**config.mk**
```make
export PLATFORM = sky130hd
export DESIGN_NAME = rppp_fifo
export DESIGN_NICKNAME = d
export VERILOG_FILES = /design/src/design/rppp_pkg.sv /design/src/design/rppp_fifo.sv
export SDC_FILE = /design/constraint.sdc
export NUM_CORES = 1
export LEC_CHECK = 0
export BUFFER_PORTS_ARGS = -buffer_cell sky130_fd_sc_hd__buf_2
export CAP_MARGIN = 20
export CORE_MARGIN = 2
export CORE_UTILIZATION = 59
export CTS_CLUSTER_DIAMETER = 80
export DETAILED_ROUTE_END_ITERATION = 12
export PLACE_DENSITY = 0.78
export RECOVER_POWER = 25
export SLEW_MARGIN = 20
export SYNTH_ARGS = -nofsm -noshare
export SYNTH_HDL_FRONTEND = slang
export SYNTH_SLANG_ARGS = --single-unit
```
**constraint.sdc**
```tcl
create_clock -name clk -period 9.8 [get_ports clk]
set_input_delay 0.49 -clock clk [delete_from_list [all_inputs] [get_ports clk]]
set_output_delay 0.49 -clock clk [all_outputs]
set_load 0.01 [all_outputs]
```
**src/design/rppp_pkg.sv**
```systemverilog
`default_nettype none
package rppp_pkg;

  // Frame buffer size in bytes, per plane
  localparam int BUFFER_BYTES = 1024;
  localparam int ADDR_W = $clog2(BUFFER_BYTES);

  // Queue between the classifying front and the memory back
  localparam int QUEUE_DEPTH = 8;
  localparam int QPTR_W = $clog2(QUEUE_DEPTH);
  localparam int QCNT_W = $clog2(QUEUE_DEPTH + 1);

  // Empirical offset of rotations 1 and 2 (first quarter turn and half turn)
  localparam int ROT_OFFSET = 7;

  // Input commands
  localparam logic [1:0] CMD_PLOT  = 2'd0;
  localparam logic [1:0] CMD_READ  = 2'd1;
  localparam logic [1:0] CMD_WRITE = 2'd2;

  // Configuration register indexes
  localparam logic [2:0] REG_ROTATION    = 3'd0;
  localparam logic [2:0] REG_FLIP_MODE   = 3'd1;
  localparam logic [2:0] REG_PANEL_W     = 3'd2;
  localparam logic [2:0] REG_PANEL_H     = 3'd3;
  localparam logic [2:0] REG_DRAW_W      = 3'd4;
  localparam logic [2:0] REG_DRAW_H      = 3'd5;
  localparam logic [2:0] REG_PAGE_HEIGHT = 3'd6;
  localparam logic [2:0] REG_PAGE_INDEX  = 3'd7;

  // Configuration reset values
  localparam logic [1:0] ROTATION_RST    = 2'd0;
  localparam logic [1:0] FLIP_MODE_RST   = 2'd0;
  localparam logic [8:0] PANEL_W_RST     = 9'd128;
  localparam logic [8:0] PANEL_H_RST     = 9'd250;
  localparam logic [8:0] DRAW_W_RST      = 9'd122;
  localparam logic [8:0] DRAW_H_RST      = 9'd250;
  localparam logic [8:0] PAGE_HEIGHT_RST = 9'd10;
  localparam logic [7:0] PAGE_INDEX_RST  = 8'd0;

  // Operation the back carries out for one queued word
  typedef enum logic [1:0] {
    OP_NONE,
    OP_PLOT,
    OP_READ,
    OP_WRITE
  } op_t;

  typedef struct packed {
    op_t               op;
    logic [ADDR_W-1:0] addr;
    logic [2:0]        bit_pos;
    logic [1:0]        color;
    logic [7:0]        black;
    logic [7:0]        red;
  } item_t;

  typedef struct packed {
    logic              empty;
    logic              full;
    logic [QCNT_W-1:0] count;
  } q_status_t;

  typedef enum logic {
    BK_IDLE,
    BK_FINISH
  } bk_state_t;

endpackage
`default_nettype wire

```
**src/design/rppp_fifo.sv**
```systemverilog
`default_nettype none
module rppp_fifo (
  input  wire logic                clk,
  input  wire logic                rst,
  input  wire logic                push,
  input  wire rppp_pkg::item_t     push_item,
  input  wire logic                pop,
  output rppp_pkg::item_t          head,
  output rppp_pkg::q_status_t      status
);

  rppp_pkg::item_t                     slots [rppp_pkg::QUEUE_DEPTH];
  logic [rppp_pkg::QPTR_W-1:0]         wr_ptr;
  logic [rppp_pkg::QPTR_W-1:0]         rd_ptr;
  logic [rppp_pkg::QCNT_W-1:0]         count;

  // Store words at the tail
  always_ff @(posedge clk) begin
    if (push) begin
      slots[wr_ptr] <= push_item;
    end
  end

  // Advance pointers and track the fill level
  always_ff @(posedge clk) begin
    if (rst) begin
      wr_ptr <= '0;
      rd_ptr <= '0;
      count  <= '0;
    end else begin
      if (push) begin
        wr_ptr <= wr_ptr + 1'b1;
      end
      if (pop) begin
        rd_ptr <= rd_ptr + 1'b1;
      end
      if (push && !pop) begin
        count <= count + 1'b1;
      end else if (pop && !push) begin
        count <= count - 1'b1;
      end
    end
  end

  assign head         = slots[rd_ptr];
  assign status.count = count;
  assign status.empty = (count == '0);
  assign status.full  = (count == rppp_pkg::QCNT_W'(rppp_pkg::QUEUE_DEPTH));

endmodule
`default_nettype wire

```
==> results of run 1 <==
[how the worst min path moves through the flow]
stage                        startpoint           end  slack, ps
final                     push_item[20]  slots[6][20]        240
after global routing       push_item[5]   slots[2][5]        260
after CTS                 push_item[29]  slots[6][29]        210
after detailed placement      wr_ptr[2]     wr_ptr[2]        520
after global placement        rd_ptr[2]      register        500
after floorplan               rd_ptr[2]      register        480
[cell type report]
cell class / instances / area [um^2] / share of cell area, %
clock buffers: 36 / 729 / 6.08
well taps: 225 / 282 / 2.35
clock inverters: 12 / 62.6 / 0.522
flip-flops and latches: 277 / 8190 / 68.3
inverters: 2 / 7.51 / 0.0626
multi-input cells: 151 / 2280 / 19.0
repair buffers: 86 / 430 / 3.59
[cell usage in the layout, fill, tap and decap left out, drive strengths merged]
cell      Yosys  routed
mux2i         3       3
clkbuf        8      58
fa            1       1
clkinv        0      10
buf          12      64
nor4          1       1
nand2         4       4
mux2         34      34
a211oi        1       1
a31oi         1       1
edfxtp      264     264
a21oi         2       2
clkinvlp      0       1
xnor2         3       3
nand3         1       1
nand2b        3       3
inv           2       3
nor3          2       2
nor4b         1       1
nor2b         1       1
dfxtp        13      13
mux4         66      66
xor2          3       3
ha            5       5
nor2         19      19
[power by group]
| group | switching (W) | internal (W) |
|---|---|---|
| clock | 0.000400 | 0.000520 |
| combinational | 0.000109 | 0.000107 |
| sequential | 0.0000226 | 0.00133 |
| total | 0.000531 | 0.00196 |
[stage by stage]
stage / cells / worst slack (ps)
3_3_place_gp: 741 / 6770
4_1_cts: 789 / 6190
5_1_grt: 789 / 6030
3_5_place_dp: 741 / 6750
6_report: 789 / 6280
2_1_floorplan: 450 / 6480
[logic make-up after synthesis]
group                      synth area share (%)
muxes                                      18.2
xor gates and xnor gates                  0.499
adders and majority gates                 0.784
and+or+nand+nor                            1.34
buffers and inverters                      1.21
DFF                                        77.7
AOI/OAI and AO/OA                         0.226
[layer usage]
metal,wire (um),part of all wire (%),GRT usage [%]
met1,7660,40,29.3
met2,9850,52,35.4
met3,1130,5.9,3.24
met4,385,2.0,6.70
met5,0,0,0
[state kept, by name, indices dropped and copies added (netlist names), named ones only]
name and count:
slots 264, count 4, rd_ptr 3, wr_ptr 3
[synthesized netlist by cell type (all sizes together)]
cell type	n	area, um^2
edfxtp	264	7930
mux4	66	1510
mux2	34	383
nor2	19	71.3
dfxtp	13	260
buf	12	90.1
clkbuf	8	30.0
ha	5	62.6
nand2	4	15.0
mux2i	3	30.0
nand2b	3	18.8
xnor2	3	26.3
xor2	3	26.3
a21oi	2	10.0
inv	2	7.51
nor3	2	10.0
a211oi	1	7.51
a31oi	1	6.26
fa	1	20.0
nand3	1	5.00
nor2b	1	6.26
nor4	1	6.26
nor4b	1	8.76
[worst register-to-register path: cells and delay by family, from the launching register on]
kind / cells / cell delay (ps)
buffers and inverters: 1 / 430
DFF: 1 / 520
and+or+nand+nor: 2 / 800
==> qor.txt, run 1 <==
================================================================================
Outcome                                                             complete, no violations
Max IR drop VDD                                                       0.000156 V
Buffers plus inverters on the worst setup path                                 2
Total standard cell area after synthesis                              10500 um^2
Kind of critical path                                               register to primary output
CTS tree                                                                   built
Crit path max-delay cell type                                              buf_4
Reg-to-reg critical path startpoint                                    wr_ptr[0]
Maximum level of the CTS H-tree                                                1
Routed via count divided by cell count                                      5.99
Total congestion overflow after global routing                                 0
Worst Skew                                                               11.3 ps
Layout-stage area growth over the synthesis result                         13.8%
Fin crit period                                                          3520 ps
Die outline height                                                        138 um
Layout cells sized above 1                                                 36.7%
Vias                                                                        4727
Die Wd                                                                    138 um
Final worst hold slack                                                    242 ps
Period utilization                                                         35.9%
Via count of the first global-routing pass                                  5186
Starting density of the core                                               60.7%
All-layer global routing usage                                             21.2%
Critical Path AT                                                         3030 ps
# resized after CTS                                                            0
Proportion of synthesized chip area in sequential cells                    77.7%
Capturing instance or port of the critical path                          head[6]
Total clock buffers created by CTS                                            26
Worst EP required                                                        9310 ps
Count of TritonRoute iterations in the first routing pass                      4
Final setup viols                                                              0
Die Area                                                              18900 um^2
Clk pin slew, worst setup/hold paths                                       60 ps
Number of storage elements in the synthesis netlist                          277
Critical path peak fanout                                                     46
Root buffer cell                                                       clkbuf_16
Achievable Freq                                                          284 MHz
CTS Hold Buffers Added                                                         0
Startpoint Class                                                        register
I/O Pins                                                                      76
Post-DP HPWL                                                            10500 um
Depth of the worst hold-timing path                                            1
Max-slew headroom at the worst pin                                         30.3%
Latest clock arrival within the worst-skew pair                           520 ps
Final Util                                                                 69.1%
DRT antenna net count                                                          0
Floorplan Core Area                                                   17400 um^2
Avg Cell Area, Syn                                                     23.4 um^2
Nature of the critical path endpoint                                primary output
Routed length per instance                                               24.1 um
Endpoint of the lowest-slack register-to-register path              slots[3][20]
Final design area excluding fillers                                   12000 um^2
Yosys Warn Count                                                               0
IO Port Bufs                                                                  75
Synth unique cells                                                            26
Hold Crit Class                                                     input pin to register
CP peak stage delay                                                       750 ps
Largest net degree at the start of global routing                             51
Number of inserted diodes                                                      0
Setup total negative slack                                                  0 ps
Design Power                                                           0.00249 W
Starting DRC count in detailed routing                                       327
RSZ-0062 raised after global routing                                          no
Total placed instance area                                            11200 um^2
Family with the most delay on the worst path                        multiplexers
Number of DRC violations after detailed routing                                0
Max-slew violation count                                                       0
Number of logic stages on the critical path including buffering                4
Number of nets in the synthesized netlist                                    493
R2R Setup Slk                                                            7730 ps
Number of sinks on the clock net                                             277
Global placement routability congestion                                    0.704
Series of cell instances along the critical path                    buf_4 > mux4_2 > mux2_2 > buf_2
Number of antenna violations at the first check in global routing              0
Buffers inserted during post-CTS setup optimization                            0
Final wirelength                                                        19000 um
Number of hold violations in the final report                                  0
Standard-cell row count                                                       48
Clock Path Buffers                                                             3
Cell Pwr Density                                                     208 nW/um^2
Lkg Pwr                                                                  3.85 nW
Max Cap Viol                                                                   0
Wire length of the first global-routing pass                            29400 um
Fillers                                                                     1062
Final #Nets                                                                  587
Worst Reg2Reg Path Length in Cells                                             3
Worst-margin pin slew                                                    1050 ps
Mapped Cells                                                                 450
================================================================================
No activity file was read; power rests on OpenSTA's default activity.
==> inputs of run 2 (changes only) <==
- clock period: 9.8 -> 3.4 ns (I/O delays scaled with it)
==> qor.txt, run 2 (synthesized netlist as in run 1, its figures left out) <==
=====================================================================================
Post-DP HPWL                                                                 10600 um   was 10500 um
Number of antenna violations at the first check in global routing                   0   unchanged
Floorplan Core Area                                                        17400 um^2   unchanged
Total congestion overflow after global routing                                      0   unchanged
Latest clock arrival within the worst-skew pair                                520 ps   about the same
Total clock buffers created by CTS                                                 27   was 26
Layout cells sized above 1                                                      34.9%   was 36.7%
Final Util                                                                      71.5%   was 69.1%
Wire length of the first global-routing pass                                 30900 um   was 29400 um
Max-slew violation count                                                            0   unchanged
Maximum level of the CTS H-tree                                                     1   unchanged
Outcome                                                                  complete, no violations   unchanged
Critical Path AT                                                              2630 ps   was 3030 ps
All-layer global routing usage                                                  22.7%   was 21.2%
Worst Skew                                                                    9.20 ps   was 11.3 ps
I/O Pins                                                                           76   unchanged
Number of inserted diodes                                                           0   unchanged
Final #Nets                                                                       628   was 587
Critical path peak fanout                                                          48   was 46
Die Area                                                                   18900 um^2   unchanged
Lkg Pwr                                                                       4.05 nW   was 3.85 nW
Nature of the critical path endpoint                                     primary output   unchanged
Achievable Freq                                                               357 MHz
Depth of the worst hold-timing path                                                 3   was 1
Via count of the first global-routing pass                                       5385   was 5186
Die Wd                                                                         138 um   unchanged
Vias                                                                             5007   was 4727
Clock Power Share                                                               37.1%   was 36.9%
Routed length per instance                                                    24.5 um   was 24.1 um
Setup total negative slack                                                       0 ps   unchanged
Worst-margin pin slew                                                         1060 ps   was 1050 ps
Fillers                                                                           977   was 1062
Number of DRC violations after detailed routing                                     0   unchanged
Fin crit period                                                               2800 ps
Max-slew headroom at the worst pin                                              29.6%   was 30.3%
Seq pwr share                                                                   53.7%   was 54.4%
Top register by number of flip-flops                                            slots   unchanged
Commonest non-fill, non-tap cells in the layout                          edfxtp_1, mux4_2, buf_2   unchanged
Root buffer cell                                                            clkbuf_16   unchanged
Worst Reg2Reg Path Length in Cells                                                  3   unchanged
DRT antenna net count                                                               0   unchanged
Sw Pwr                                                                      0.00155 W   was 0.000531 W
Global placement routability congestion                                         0.689   was 0.704
Period utilization                                                              82.4%
Standard-cell row count                                                            48   unchanged
Clk pin slew, worst setup/hold paths                                            60 ps   about the same
CP peak stage delay                                                            590 ps   was 750 ps
Hold Crit Class                                                          input pin to register   unchanged
Number of logic stages on the critical path including buffering                     4   unchanged
Starting DRC count in detailed routing                                            364   was 327
Die outline height                                                             138 um   unchanged
Series of cell instances along the critical path                         buf_12 > mux4_2 > mux2_2 > buf_2   was buf_4 > mux4_2 > mux2_2 > buf_2
Logic gate share of total power                                                  9.2%   was 8.7%
Multi-input gate area in the final layout                                   2280 um^2   about the same
Crit path max-delay cell type                                                 dfxtp_4   was buf_4
Most frequent standard cell in the layout excluding fill and tap cells       edfxtp_1   unchanged
Biggest regs                                                             slots x264, count x4   unchanged
Count of TritonRoute iterations in the first routing pass                           5   was 4
Family with the most delay on the worst path                             multiplexers   unchanged
Cell Pwr Density                                                          585 nW/um^2   was 208 nW/um^2
Final wirelength                                                             20300 um   was 19000 um
IO Port Bufs                                                                       75   unchanged
Buffers inserted during post-CTS setup optimization                                 0   unchanged
Routed via count divided by cell count                                           6.03   was 5.99
Number of flip-flops in the largest register                                      264   unchanged
Buffers plus inverters on the worst setup path                                      2   unchanged
Sw frac                                                                         21.4%   was 21.3%
Final setup viols                                                                   0   unchanged
Kind of critical path                                                    register to primary output   unchanged
Worst EP required                                                             3230 ps   was 9310 ps
Starting density of the core                                                    60.7%   unchanged
Clock Path Buffers                                                                  3   unchanged
RSZ-0062 raised after global routing                                               no   unchanged
Number of sinks on the clock net                                                  277   unchanged
Max Cap Viol                                                                        0   unchanged
Startpoint Class                                                             register   unchanged
Number of hold violations in the final report                                       0   unchanged
Layout-stage area growth over the synthesis result                              17.8%   was 13.8%
Cell-internal power                                                         0.00572 W   was 0.00196 W
Largest net degree at the start of global routing                                  49   was 51
Max IR drop VDD                                                            0.000499 V   was 0.000156 V
Storage cell area                                                           8190 um^2   unchanged
CTS tree                                                                        built   unchanged
=====================================================================================
[run 2: final timing paths]
kind | slack (ps) | endpoint | start
setup reg to reg | 1400 | slots[5][10] | wr_ptr[0]
hold reg to reg | 530 | register | rd_ptr[1]
setup / recovery | 600 | head[30] | register
hold / removal | 40 | wr_ptr[0] | push
[run 2: routing by layer]
metal / vias up / track usage [%] / wire, um
met5: - / 0 / 0
met4: 0 / 9.28 / 693
met3: 47 / 3.97 / 1230
met2: 221 / 38.3 / 10500
met1: 2579 / 29.7 / 7940
li1: 2160 / - / -
[run 2: cell type report]
cell class	instances	area share [%]
Sequential cell	277	66.0
Clock buffer	36	5.71
Timing Repair Buffer	126	6.92
Tap cell	225	2.27
Inverter	2	0.0605
Clock inverter	13	0.695
Multi-Input combinational cell	151	18.3
[run 2: power by group through the flow]
stage               registers (W)  clock network, W  logic (W)
floorplan                 0.00395                 0   0.000430
CTS                       0.00391           0.00274   0.000677
global placement          0.00396                 0   0.000617
finish                    0.00391           0.00269   0.000669
global route              0.00392           0.00287   0.000723
detailed placement        0.00397                 0   0.000635
[run 2: worst min-delay path: stages]
cell and delay, ps:
buf_2 170, xnor2_1 100, nor2_1 90
[run 2: metrics by stage]
stage,hold WS [ps],worst slack (ps),cells,cell area (um^2),power [W]
6_report,44.1,599,830,12400,0.00727
5_1_grt,48.1,471,830,12400,0.00751
4_1_cts,27.3,546,830,12400,0.00732
3_5_place_dp,439,1140,746,11300,0.00461
3_3_place_gp,426,1170,746,11300,0.00458
2_1_floorplan,269,168,450,10500,0.00438
[run 2: timing repair]
item,4_1_cts,5_1_grt
resized for setup,0,0
hold buffers,35,0
setup endpoints to repair,0,0
endpoints found under the hold margin,276,0
