===== src/design/rppp_pkg.sv =====
`default_nettype none
package rppp_pkg;

  // Frame buffer size in bytes, per plane
  localparam int BUFFER_BYTES = 1024;
  localparam int ADDR_W = $clog2(BUFFER_BYTES);

  // Queue between the classifying front and the memory back
  localparam int QUEUE_DEPTH = 8;
  localparam int QPTR_W = $clog2(QUEUE_DEPTH);
  localparam int QCNT_W = $clog2(QUEUE_DEPTH + 1);

  // Empirical offset of rotations 1 and 2 (first quarter turn and half turn)
  localparam int ROT_OFFSET = 7;

  // Input commands
  localparam logic [1:0] CMD_PLOT  = 2'd0;
  localparam logic [1:0] CMD_READ  = 2'd1;
  localparam logic [1:0] CMD_WRITE = 2'd2;

  // Configuration register indexes
  localparam logic [2:0] REG_ROTATION    = 3'd0;
  localparam logic [2:0] REG_FLIP_MODE   = 3'd1;
  localparam logic [2:0] REG_PANEL_W     = 3'd2;
  localparam logic [2:0] REG_PANEL_H     = 3'd3;
  localparam logic [2:0] REG_DRAW_W      = 3'd4;
  localparam logic [2:0] REG_DRAW_H      = 3'd5;
  localparam logic [2:0] REG_PAGE_HEIGHT = 3'd6;
  localparam logic [2:0] REG_PAGE_INDEX  = 3'd7;

  // Configuration reset values
  localparam logic [1:0] ROTATION_RST    = 2'd0;
  localparam logic [1:0] FLIP_MODE_RST   = 2'd0;
  localparam logic [8:0] PANEL_W_RST     = 9'd128;
  localparam logic [8:0] PANEL_H_RST     = 9'd250;
  localparam logic [8:0] DRAW_W_RST      = 9'd122;
  localparam logic [8:0] DRAW_H_RST      = 9'd250;
  localparam logic [8:0] PAGE_HEIGHT_RST = 9'd10;
  localparam logic [7:0] PAGE_INDEX_RST  = 8'd0;

  // Operation the back carries out for one queued word
  typedef enum logic [1:0] {
    OP_NONE,
    OP_PLOT,
    OP_READ,
    OP_WRITE
  } op_t;

  typedef struct packed {
    op_t               op;
    logic [ADDR_W-1:0] addr;
    logic [2:0]        bit_pos;
    logic [1:0]        color;
    logic [7:0]        black;
    logic [7:0]        red;
  } item_t;

  typedef struct packed {
    logic              empty;
    logic              full;
    logic [QCNT_W-1:0] count;
  } q_status_t;

  typedef enum logic {
    BK_IDLE,
    BK_FINISH
  } bk_state_t;

endpackage
`default_nettype wire


===== src/design/rppp_front.sv =====
`default_nettype none
module rppp_front (
  input  wire logic              clk,
  input  wire logic              rst,
  input  wire logic              cfg_valid,
  input  wire logic [2:0]        cfg_index,
  input  wire logic [8:0]        cfg_data,
  input  wire logic              take,
  input  wire logic [1:0]        cmd,
  input  wire logic signed [10:0] x_coord,
  input  wire logic signed [10:0] y_coord,
  input  wire logic [1:0]        pixel_color,
  input  wire logic [9:0]        byte_address,
  input  wire logic [7:0]        black_in,
  input  wire logic [7:0]        red_in,
  output logic                   push,
  output rppp_pkg::item_t        push_item,
  output logic [2:0]             inflight
);

  // Fields that ride along the stages unchanged
  typedef struct packed {
    logic [1:0] cmd;
    logic [1:0] color;
    logic [9:0] baddr;
    logic [7:0] black;
    logic [7:0] red;
  } carry_t;

  // Configuration registers
  logic [1:0] rotation;
  logic [1:0] flip_mode;
  logic [8:0] panel_w;
  logic [8:0] panel_h;
  logic [8:0] draw_w;
  logic [8:0] draw_h;
  logic [8:0] page_height;
  logic [7:0] page_index;

  // Stage registers
  logic               v0, v1, v2, v3;
  carry_t             c0, c1, c2, c3;
  logic signed [10:0] x0, y0;
  logic signed [12:0] px1, py1, px2, py2;
  logic [16:0]        top1;
  logic signed [18:0] top2, bottom2;
  logic               hit3;
  logic [8:0]         row3;
  logic [8:0]         px3;
  logic [2:0]         bit3;

  // Combinational values
  logic signed [12:0] xe, ye, pwe, phe, dwe, dhe, dwm1;
  logic signed [12:0] px_rot, py_rot, px_flip, py_flip;
  logic signed [18:0] py2e;
  logic [14:0]        prod;
  logic [15:0]        plot_addr;
  logic [15:0]        cmd_addr;
  logic               odd;

  // Write configuration registers
  always_ff @(posedge clk) begin
    if (rst) begin
      rotation    <= rppp_pkg::ROTATION_RST;
      flip_mode   <= rppp_pkg::FLIP_MODE_RST;
      panel_w     <= rppp_pkg::PANEL_W_RST;
      panel_h     <= rppp_pkg::PANEL_H_RST;
      draw_w      <= rppp_pkg::DRAW_W_RST;
      draw_h      <= rppp_pkg::DRAW_H_RST;
      page_height <= rppp_pkg::PAGE_HEIGHT_RST;
      page_index  <= rppp_pkg::PAGE_INDEX_RST;
    end else if (cfg_valid) begin
      case (cfg_index)
        rppp_pkg::REG_ROTATION:    rotation    <= cfg_data[1:0];
        rppp_pkg::REG_FLIP_MODE:   flip_mode   <= cfg_data[1:0];
        rppp_pkg::REG_PANEL_W:     panel_w     <= cfg_data;
        rppp_pkg::REG_PANEL_H:     panel_h     <= cfg_data;
        rppp_pkg::REG_DRAW_W:      draw_w      <= cfg_data;
        rppp_pkg::REG_DRAW_H:      draw_h      <= cfg_data;
        rppp_pkg::REG_PAGE_HEIGHT: page_height <= cfg_data;
        rppp_pkg::REG_PAGE_INDEX:  page_index  <= cfg_data[7:0];
        default: ;
      endcase
    end
  end

  // Stage valid bits
  always_ff @(posedge clk) begin
    if (rst) begin
      v0 <= 1'b0;
      v1 <= 1'b0;
      v2 <= 1'b0;
      v3 <= 1'b0;
    end else begin
      v0 <= take;
      v1 <= v0;
      v2 <= v1;
      v3 <= v2;
    end
  end

  assign inflight = 3'({2'b0, v0} + {2'b0, v1} + {2'b0, v2} + {2'b0, v3});

  // Widen coordinates and registers to signed form
  assign xe   = {{2{x0[10]}}, x0};
  assign ye   = {{2{y0[10]}}, y0};
  assign pwe  = $signed({4'b0, panel_w});
  assign phe  = $signed({4'b0, panel_h});
  assign dwe  = $signed({4'b0, draw_w});
  assign dhe  = $signed({4'b0, draw_h});
  assign dwm1 = dwe - 13'sd1;
  assign odd  = rotation[0];

  // Rotate by quarter turns
  always_comb begin
    case (rotation)
      2'd0: begin
        px_rot = xe;
        py_rot = ye;
      end
      2'd1: begin
        px_rot = pwe - ye - 13'(rppp_pkg::ROT_OFFSET);
        py_rot = xe;
      end
      2'd2: begin
        px_rot = pwe - xe - 13'(rppp_pkg::ROT_OFFSET);
        py_rot = phe - 13'sd1 - ye;
      end
      default: begin
        px_rot = ye;
        py_rot = phe - 13'sd1 - xe;
      end
    endcase
  end

  // Mirror against the drawing area
  always_comb begin
    px_flip = px1;
    py_flip = py1;
    if ((flip_mode[0] && !odd) || (flip_mode[1] && odd)) begin
      px_flip = dwe - px1;
    end
    if ((flip_mode[0] && odd) || (flip_mode[1] && !odd)) begin
      py_flip = dhe - py1;
    end
  end

  assign py2e = {{6{py2[12]}}, py2};

  // Advance the stages
  always_ff @(posedge clk) begin
    // capture the accepted word
    if (take) begin
      c0 <= '{cmd: cmd, color: pixel_color, baddr: byte_address,
              black: black_in, red: red_in};
      x0 <= x_coord;
      y0 <= y_coord;
    end
    // rotate, find the page top row
    c1   <= c0;
    px1  <= px_rot;
    py1  <= py_rot;
    top1 <= 17'(page_index) * 17'(page_height);
    // flip, find the page bottom row
    c2      <= c1;
    px2     <= px_flip;
    py2     <= py_flip;
    top2    <= $signed({2'b0, top1});
    bottom2 <= $signed({2'b0, top1}) + $signed({10'b0, page_height}) - 19'sd1;
    // test page bounds, invert the row
    c3   <= c2;
    hit3 <= (py2e >= top2) && (py2e <= bottom2) && (px2 >= 13'sd0) && (px2 <= dwm1);
    row3 <= 9'(bottom2 - py2e);
    px3  <= px2[8:0];
    bit3 <= ~px2[2:0];
  end

  // Form the byte address and classify
  assign prod      = 15'(row3) * 15'(panel_w[8:3]);
  assign plot_addr = 16'(prod) + 16'(px3[8:3]);
  assign cmd_addr  = 16'(c3.baddr);

  always_comb begin
    push_item.bit_pos = bit3;
    push_item.color   = c3.color;
    push_item.black   = c3.black;
    push_item.red     = c3.red;
    push_item.op      = rppp_pkg::OP_NONE;
    push_item.addr    = cmd_addr[rppp_pkg::ADDR_W-1:0];
    case (c3.cmd)
      rppp_pkg::CMD_PLOT: begin
        push_item.addr = plot_addr[rppp_pkg::ADDR_W-1:0];
        if (hit3 && plot_addr < 16'(rppp_pkg::BUFFER_BYTES)) begin
          push_item.op = rppp_pkg::OP_PLOT;
        end
      end
      rppp_pkg::CMD_READ: begin
        if (cmd_addr < 16'(rppp_pkg::BUFFER_BYTES)) begin
          push_item.op = rppp_pkg::OP_READ;
        end
      end
      rppp_pkg::CMD_WRITE: begin
        if (cmd_addr < 16'(rppp_pkg::BUFFER_BYTES)) begin
          push_item.op = rppp_pkg::OP_WRITE;
        end
      end
      default: ;
    endcase
  end

  assign push = v3;

endmodule
`default_nettype wire


===== config.mk =====
export PLATFORM = sky130hd
export DESIGN_NAME = rppp_front
export DESIGN_NICKNAME = d
export VERILOG_FILES = /design/src/design/rppp_pkg.sv /design/src/design/rppp_front.sv
export SDC_FILE = /design/constraint.sdc
export NUM_CORES = 1
export LEC_CHECK = 0
export BUFFER_PORTS_ARGS = -buffer_cell sky130_fd_sc_hd__clkbuf_2
export CORE_UTILIZATION = 57
export DETAILED_ROUTE_END_ITERATION = 12
export PLACE_DENSITY = 0.75
export SLEW_MARGIN = 10
export SYNTH_ARGS = -nofsm -noshare
export SYNTH_HDL_FRONTEND = slang
export SYNTH_SLANG_ARGS = --single-unit
export TNS_END_PERCENT = 50

===== constraint.sdc =====
create_clock -name clk -period 6.95 [get_ports clk]
set_clock_uncertainty 0.2 [all_clocks]
set_input_delay 1.39 -clock clk [delete_from_list [all_inputs] [get_ports clk]]
set_output_delay 1.39 -clock clk [all_outputs]
set_load 0.02 [all_outputs]

==> summary.md, run 1 <==
| Metric | Value |
|---|---|
| Status | `completed` |
| Worst Hold Class | `flip-flop to flip-flop` |
| Maximum capacitance violations | `0` |
| Syn Area/Cell | `a little under 10 sq um` |
| #FFs+latches synth | `between 300 and 400` |
| Top cell type's share of synthesized area | `between 20% and 30%` |
| Detailed Place HPWL | `29.2 mm` |
| Via count | `13300` |
| Register share of total power | `around 42%` |
| DIE AREA | `0.0338 sq mm` |
| Die width | `about 180 um` |
| Slowest stage delay, CP | `slightly above 0.5 ns` |
| GR Overflow Total | `0` |
| Max-slew headroom | `around 18%` |
| Share of layout cells above drive strength 1 | `a little under an eighth` |
| Design area | `between 0.02 and 0.025 sq mm` |
| Worst-margin pin slew | `around 1.2 ns` |
| Met2 Resource Use GR | `between 30% and 40%` |
| Area post-placement | `0.0196 sq mm` |
| Wire per inst | `between 15 and 20 um` |
| Met1 usage | `a little under a third` |
| Final Setup Violations | `0` |
| Peak supply drop | `around 0.2 mV` |
| Worst-path clk slew | `about 0.060 ns` |
| Req. time, crit path | `5.36 ns` |
| Initial Util | `57.9%` |
| Endpoints failing hold | `0` |
| Worst hold path startpoint | `c2[25]` |
| Tmin final | `6.75 ns` |
| Total track usage | `between 20% and 30%` |
| P_sw | `roughly 1.6 mW` |
| FP Rows | `66` |
| Pre-Repair DR Iteration Count | `5` |
| Crit. Startpoint | `panel_w[5]` |
| Final period utilization | `between 90% and 100%` |
| Diodes inserted | `0` |
| Crit path capture type | `output port` |
| Worst skew pair latency | `0.53 ns` |
| GPL Wtd Cong | `approximately 0.86` |
| Static Leak | `approximately 9.6 nW` |
| Cell count after synthesis | `1909` |
| Crit-path slowest cell | `fa_1` |
| Sink Count | `about 330` |
| DP Cell Count | `around 2400` |
| CTS tree | `yes` |
| Initial antenna violation count | `0` |
| Worst path cell trace | `buf_4 > and2_1 > fa_1 > ha_1 > inv_1 > fa_1 > fa_1 > inv_1 > ha_1 > o21ai_0 > o21ai_1 > a41oi_2 > o2bb2ai_2 > xnor2_1 > or3_1 > o32ai_2 > buf_4` |
| Final WL | `about 38 mm` |
| PD cells | `about 250 mW/mm^2` |
| Fmax | `around 0.15 GHz` |
| Via-to-Cell Ratio | `roughly 5.4` |
| Max Slew Vio Count | `0` |
| Mapped Nets | `around 2300` |
| Top FF cell, synth | `dfxtp_1` |
| Critical Path Start Type | `flip-flop` |
| H-tree lvl count | `2` |
| Core ar. | `between 0.03 and 0.04 sq mm` |
| Power Total | `5.30 mW` |
| Ys Warns | `0` |
| Post-synth top cells | `dfxtp_1, inv_1, ha_1, nand2_1, a21oi_1` |
| Count leader, synth | `dfxtp_1` |
| Type of the worst setup path | `flip-flop to output port` |
| Remaining antenna violation count | `0` |
| Met3 Use GR | `~3.0%` |
| Total CTS buffers | `35` |
| Post-Syn Area | `approximately 0.019 sq mm` |
| FF-to-FF Start | `page_index[7]` |
| Maximum net fanout on the critical path | `8` |
| Clock root cell | `clkbuf_16` |
| Netlist cell types | `66` |
| Async set-reset flop share out of synthesis | `0%` |
| I/O pin count | `roughly 110` |
| First-pass GRT wire length | `63.0 mm` |
| Area delta synth->final | `10.8%` |
| CTS max path bufs | `3` |
| I/O Buffers | `104` |
| Number of enable flip-flop cells after synthesis | `52` |
| Largest net degree at the start of global routing | `slightly above 60` |
| Clk pwr share | `between 30% and 40%` |
| CP most frequent cell | `fa_1` |
| Vias in the first global route | `roughly 13000` |
| Non-Filler Instances | `approximately 2500` |
| CP arrival | `approximately 5.2 ns` |
| Synth area leaders | `dfxtp_1, ha_1, fa_1, edfxtp_1, inv_1` |
| 1st-iter DRT viols | `between 600 and 700` |
| Hold-fix buffer count after cts | `0` |
| GRT busiest layer | `met2` |
| Finished Core Util | `about 64%` |
| Combinational power share | `roughly a quarter` |
| Register area share after synthesis | `a little under two fifths` |
| Die height | `between 150 and 200 um` |
| Int Pwr | `approximately 3.7 mW` |
| Nets | `2372` |
| Area leader, netlist | `dfxtp_1` |
| Sw frac | `29.4%` |
| Remaining DRCs | `0` |
-- per-stage QoR --
| stage | hold slack, ns | setup TNS (ns) | worst slack [ns] |
|---|---|---|---|
| 6_report | 0.121 | 0 | 0.201 |
| 5_1_grt | 0.128 | -0.0171 | -0.0171 |
| 4_1_cts | 0.115 | 0 | 0.0219 |
| 3_5_place_dp | 0.112 | 0 | 0.385 |
| 3_3_place_gp | 0.110 | 0 | 0.468 |
| 2_1_floorplan | 0.110 | 0 | 0.659 |
-- repair_timing --
item,CTS,global route
pin swaps,2,6
buffers inserted,3,4
gates resized for setup,11,21
setup endpoints to repair,1,1
hold endpoints to repair,0,0
-- final timing paths --
kind         slack [ns]  cells after the start       endpoint
min                0.12                      0         c3[25]
min reg2reg        0.12                      0         c3[25]
max reg2reg        2.24                     13       top1[16]
max                0.20                     17  push_item[31]
-- kinds of logic after synthesis --
group | synth area share, %
simple gates | 12.6
compound gates | 11.6
buf+inv | 6.90
flops | 37.4
fa+ha+maj | 24.0
xor+xnor | 3.86
mux | 3.66
-- flip-flops by register name, summed over array words and instances, names as in the netlist, 12 cells and up --
| signal | cells |
|---|---|
| c0 | 30 |
| c1 | 30 |
| c2 | 30 |
| bottom2 | 19 |
| push_item | 18 |
| top1 | 17 |
| top2 | 17 |
| px1 | 13 |
| px2 | 13 |
| py2 | 13 |
| c3 | 12 |
| py1 | 12 |
-- worst max-delay path: cells and delay by family (launching register included) --
kind                     cells  cell delay (ns)
AO/OA/AOI/OAI                5             1.03
XOR/XNOR                     1             0.13
adder cells (fa/ha/maj)      5             2.13
buffers and inverters        4             0.43
flip-flops                   1             0.37
AND/OR/NAND/NOR              2             0.54
-- final cells by class --
class	count	area (sq um)
clock inverter	11	148
timing repair buffer	116	613
sequential	326	7070
clock buffer	48	976
inverter	256	961
tap	442	553
fill	2661	11600
multi-input combinational	1256	10600
-- cell usage in the layout, fill, tap and decap left out, drive strengths merged, types with 13 or more instances in the layout --
| master | synthesis | final |
|---|---|---|
| a211o | 26 | 26 |
| a21o | 32 | 32 |
| a21oi | 105 | 105 |
| and2 | 83 | 83 |
| buf | 27 | 13 |
| clkbuf | 44 | 151 |
| dfxtp | 274 | 274 |
| edfxtp | 52 | 52 |
| fa | 82 | 82 |
| ha | 231 | 231 |
| inv | 255 | 256 |
| mux2 | 15 | 15 |
| mux2i | 34 | 34 |
| nand2 | 139 | 139 |
| nand2b | 18 | 18 |
| nand3 | 13 | 13 |
| nor2 | 101 | 101 |
| nor2b | 37 | 37 |
| nor3 | 33 | 33 |
| o211ai | 16 | 16 |
| o21a | 17 | 17 |
| o21ai | 53 | 53 |
| xnor2 | 56 | 56 |
| xor2 | 27 | 27 |
-- power by group through the flow --
| stage | clock network, mW | logic [mW] | registers (mW) |
|---|---|---|---|
| 2_1_floorplan | 0 | 0.948 | 2.22 |
| 3_3_place_gp | 0 | 1.16 | 2.26 |
| 3_5_place_dp | 0 | 1.19 | 2.27 |
| 4_1_cts | 1.85 | 1.22 | 2.23 |
| 5_1_grt | 1.93 | 1.42 | 2.25 |
| 6_report | 1.81 | 1.26 | 2.23 |
-- layer usage --
metal / vias up / routed length, um
met1: 6302 / 17800
met5: - / 0
li1: 6565 / -
met3: 60 / 1750
met4: 0 / 890
met2: 330 / 17800
Power figures use the tool's default switching activity.
==> inputs of run 2 (changes only) <==
==> constraint.sdc (replaced) <==
create_clock -name clk -period 6.95 [get_ports clk]
set_clock_uncertainty 0.2 [all_clocks]
set_input_delay 0.3475 -clock clk [delete_from_list [all_inputs] [get_ports clk]]
set_output_delay 0.3475 -clock clk [all_outputs]
set_load 0.02 [all_outputs]
==> run 2 against run 1 <==
  * Design area increased by 2.4%
  * Via count up 0.91%
  * Core utilization increased by 1.6 points
  * Setup slack better by 0.63 ns
  * Routed wire length is 2.0% higher
  * Power increased by 1.6%
  * Combinational power hardly changed
==> summary.md, run 2 (synthesis results as in run 1) <==
| Metric | Value |
|---|---|
| Hold-fix buffer count after cts | `57 (+57)` |
| Total CTS buffers | `36 (+2.9%)` |
| PD cells | `252 mW/mm^2 (-0.80%)` |
| DIE AREA | `0.0338 sq mm (unchanged)` |
| RSZ-0062 raised after global routing | `no` |
| Remaining antenna violation count | `0 (unchanged)` |
| Die height | `184 um (unchanged)` |
| Core ar. | `0.0325 sq mm (unchanged)` |
| Most frequent cells in the layout | `dfxtp_1, inv_1, ha_1, nand2_1` |
| H-tree lvl count | `2 (unchanged)` |
| Max Slew Vio Count | `0 (unchanged)` |
| Top flop regs | `c0: 30 flops, c1: 30 flops, c2: 30 flops` |
| Area delta synth->final | `13.5%` |
| Vias in the first global route | `13200 (+1.7%)` |
| Most common cell after layout, fill and taps aside | `dfxtp_1` |
| Worst-margin pin slew | `1.21 ns (-0.0234 ns)` |
| Pre-Repair DR Iteration Count | `5 (unchanged)` |
| Static Leak | `9.88 nW (+2.4%)` |
| Status | `completed` |
| Req. time, crit path | `6.40 ns (+1.04 ns)` |
| Final WL | `39.0 mm (+2.0%)` |
| Detailed Place HPWL | `29.3 mm (about the same)` |
| Worst skew pair latency | `0.54 ns (about the same)` |
| GR Overflow Total | `0 (unchanged)` |
| I/O Buffers | `104 (unchanged)` |
| Finished Core Util | `65.8% (+1.6 points)` |
| Footprint of the multi-input gates | `0.0105 sq mm (-0.56%)` |
| Initial antenna violation count | `0 (unchanged)` |
| Critical Path Start Type | `flip-flop` |
| Sink Count | `326 (unchanged)` |
| Type of the worst setup path | `flip-flop to output port` |
| Maximum net fanout on the critical path | `11 (+3)` |
| Fillers | `2570 (-3.4%)` |
| Tmin final | `6.12 ns (-0.630 ns)` |
| Maximum capacitance violations | `0 (unchanged)` |
| 1st-iter DRT viols | `638 (+3.4%)` |
| First-pass GRT wire length | `64.4 mm (+2.3%)` |
| GPL Wtd Cong | `0.877 (+2.5%)` |
| FP Rows | `66 (unchanged)` |
| Flop-to-flop setup slack | `2.29 ns (+0.05 ns)` |
| CTS tree | `yes` |
| Share of layout cells above drive strength 1 | `10.0% (-1.2 points)` |
| Fmax | `0.163 GHz (+10%)` |
| Nets | `2423 (+2.2%)` |
| Design area | `0.0214 sq mm (+2.4%)` |
| Clock root cell | `clkbuf_16` |
| Register area | `0.00705 sq mm (-0.39%)` |
| Worst Hold Class | `input pin to flip-flop` |
| Final Setup Violations | `0 (unchanged)` |
| Die width | `184 um (unchanged)` |
| Via count | `13400 (+0.91%)` |
| Postcts setup bufs | `0 (-3)` |
| Via-to-Cell Ratio | `5.32 (-1.4%)` |
| Final period utilization | `88.0% (-9.1 points)` |
| Fin Setup TNS | `0 ns (unchanged)` |
| CP arrival | `5.57 ns (+0.41 ns)` |
| Non-Filler Instances | `2513 (+2.4%)` |
| CTS max path bufs | `3 (unchanged)` |
| Wire per inst | `15.5 um (-0.34%)` |
| I/O pin count | `105 (unchanged)` |
| Total track usage | `23.7% (+0.56 points)` |
| Post-CTS Resized | `0 (-11)` |
| Area post-placement | `0.0196 sq mm (unchanged)` |
| Max-slew headroom | `19.2% (+1.6 points)` |
| Largest net degree at the start of global routing | `62 (unchanged)` |
| Peak supply drop | `0.227 mV (+13%)` |
| Initial Util | `57.9% (unchanged)` |
| Worst-path clk slew | `0.06 ns (about the same)` |
| Endpoints failing hold | `0 (unchanged)` |
| DP Cell Count | `2389 (unchanged)` |
| Remaining DRCs | `0 (unchanged)` |
| Crit path capture type | `output port` |
==> run 2: report_power, final <==
group	leakage, nW	internal [mW]	total (mW)	switching [mW]
sequential	2.79	2.11	2.23	0.127
clock	0.587	1.13	1.91	0.780
combinational	6.50	0.565	1.24	0.675
==> run 2: stage by stage <==
| step | power (mW) | hold slack, ns | worst slack, ns |
|---|---|---|---|
| final | 5.39 | 0.0305 | 0.831 |
| after global routing | 5.68 | 0.0267 | 0.554 |
| after CTS | 5.42 | 0.0153 | 0.823 |
| after detailed placement | 3.47 | 0.112 | 1.41 |
| after global placement | 3.42 | 0.110 | 1.50 |
| after floorplan | 3.17 | 0.110 | 1.70 |
==> run 2: worst max-delay path: stages, from the launching register on <==
cell and delay [ns]:
dfxtp_1 0.53, nand2_1 0.15, fa_1 0.53, fa_1 0.54, inv_1 0.05, fa_1 0.53
inv_1 0.05, fa_1 0.50, inv_1 0.04, ha_1 0.34, o21ai_0 0.14, o21a_1 0.18
nor3_1 0.28, nand4_1 0.17, a31oi_1 0.17, mux2_2 0.36, o32ai_2 0.26, clkbuf_2 0.21
==> run 2: metal layers <==
layer  track usage (%)  vias up  routed length, um
met2              40.3      281              18400
met1              31.0     6371              18100
met4              6.70        0                787
met5                 0        -                  0
met3              3.70       51               1720
li1                  -     6674                  -
==> run 2: cell type report <==
type                    instances  area share, %
inverters                     256           4.49
flip-flops and latches        326           32.9
multi-input cells            1256           49.1
clock inverters                18          0.959
repair buffers                166           5.27
well taps                     442           2.58
diodes                          1         0.0117
clock buffers                  48           4.65
==> run 2: worst paths after layout <==
check	endpoint	from	cells past startpoint
setup / recovery	push_item[31]	panel_w[8]	17
hold / removal	panel_h[7]	cfg_data[7]	2
setup reg to reg	top1[16]	page_index[7]	13
hold reg to reg	c2[18]	c1[18]	0
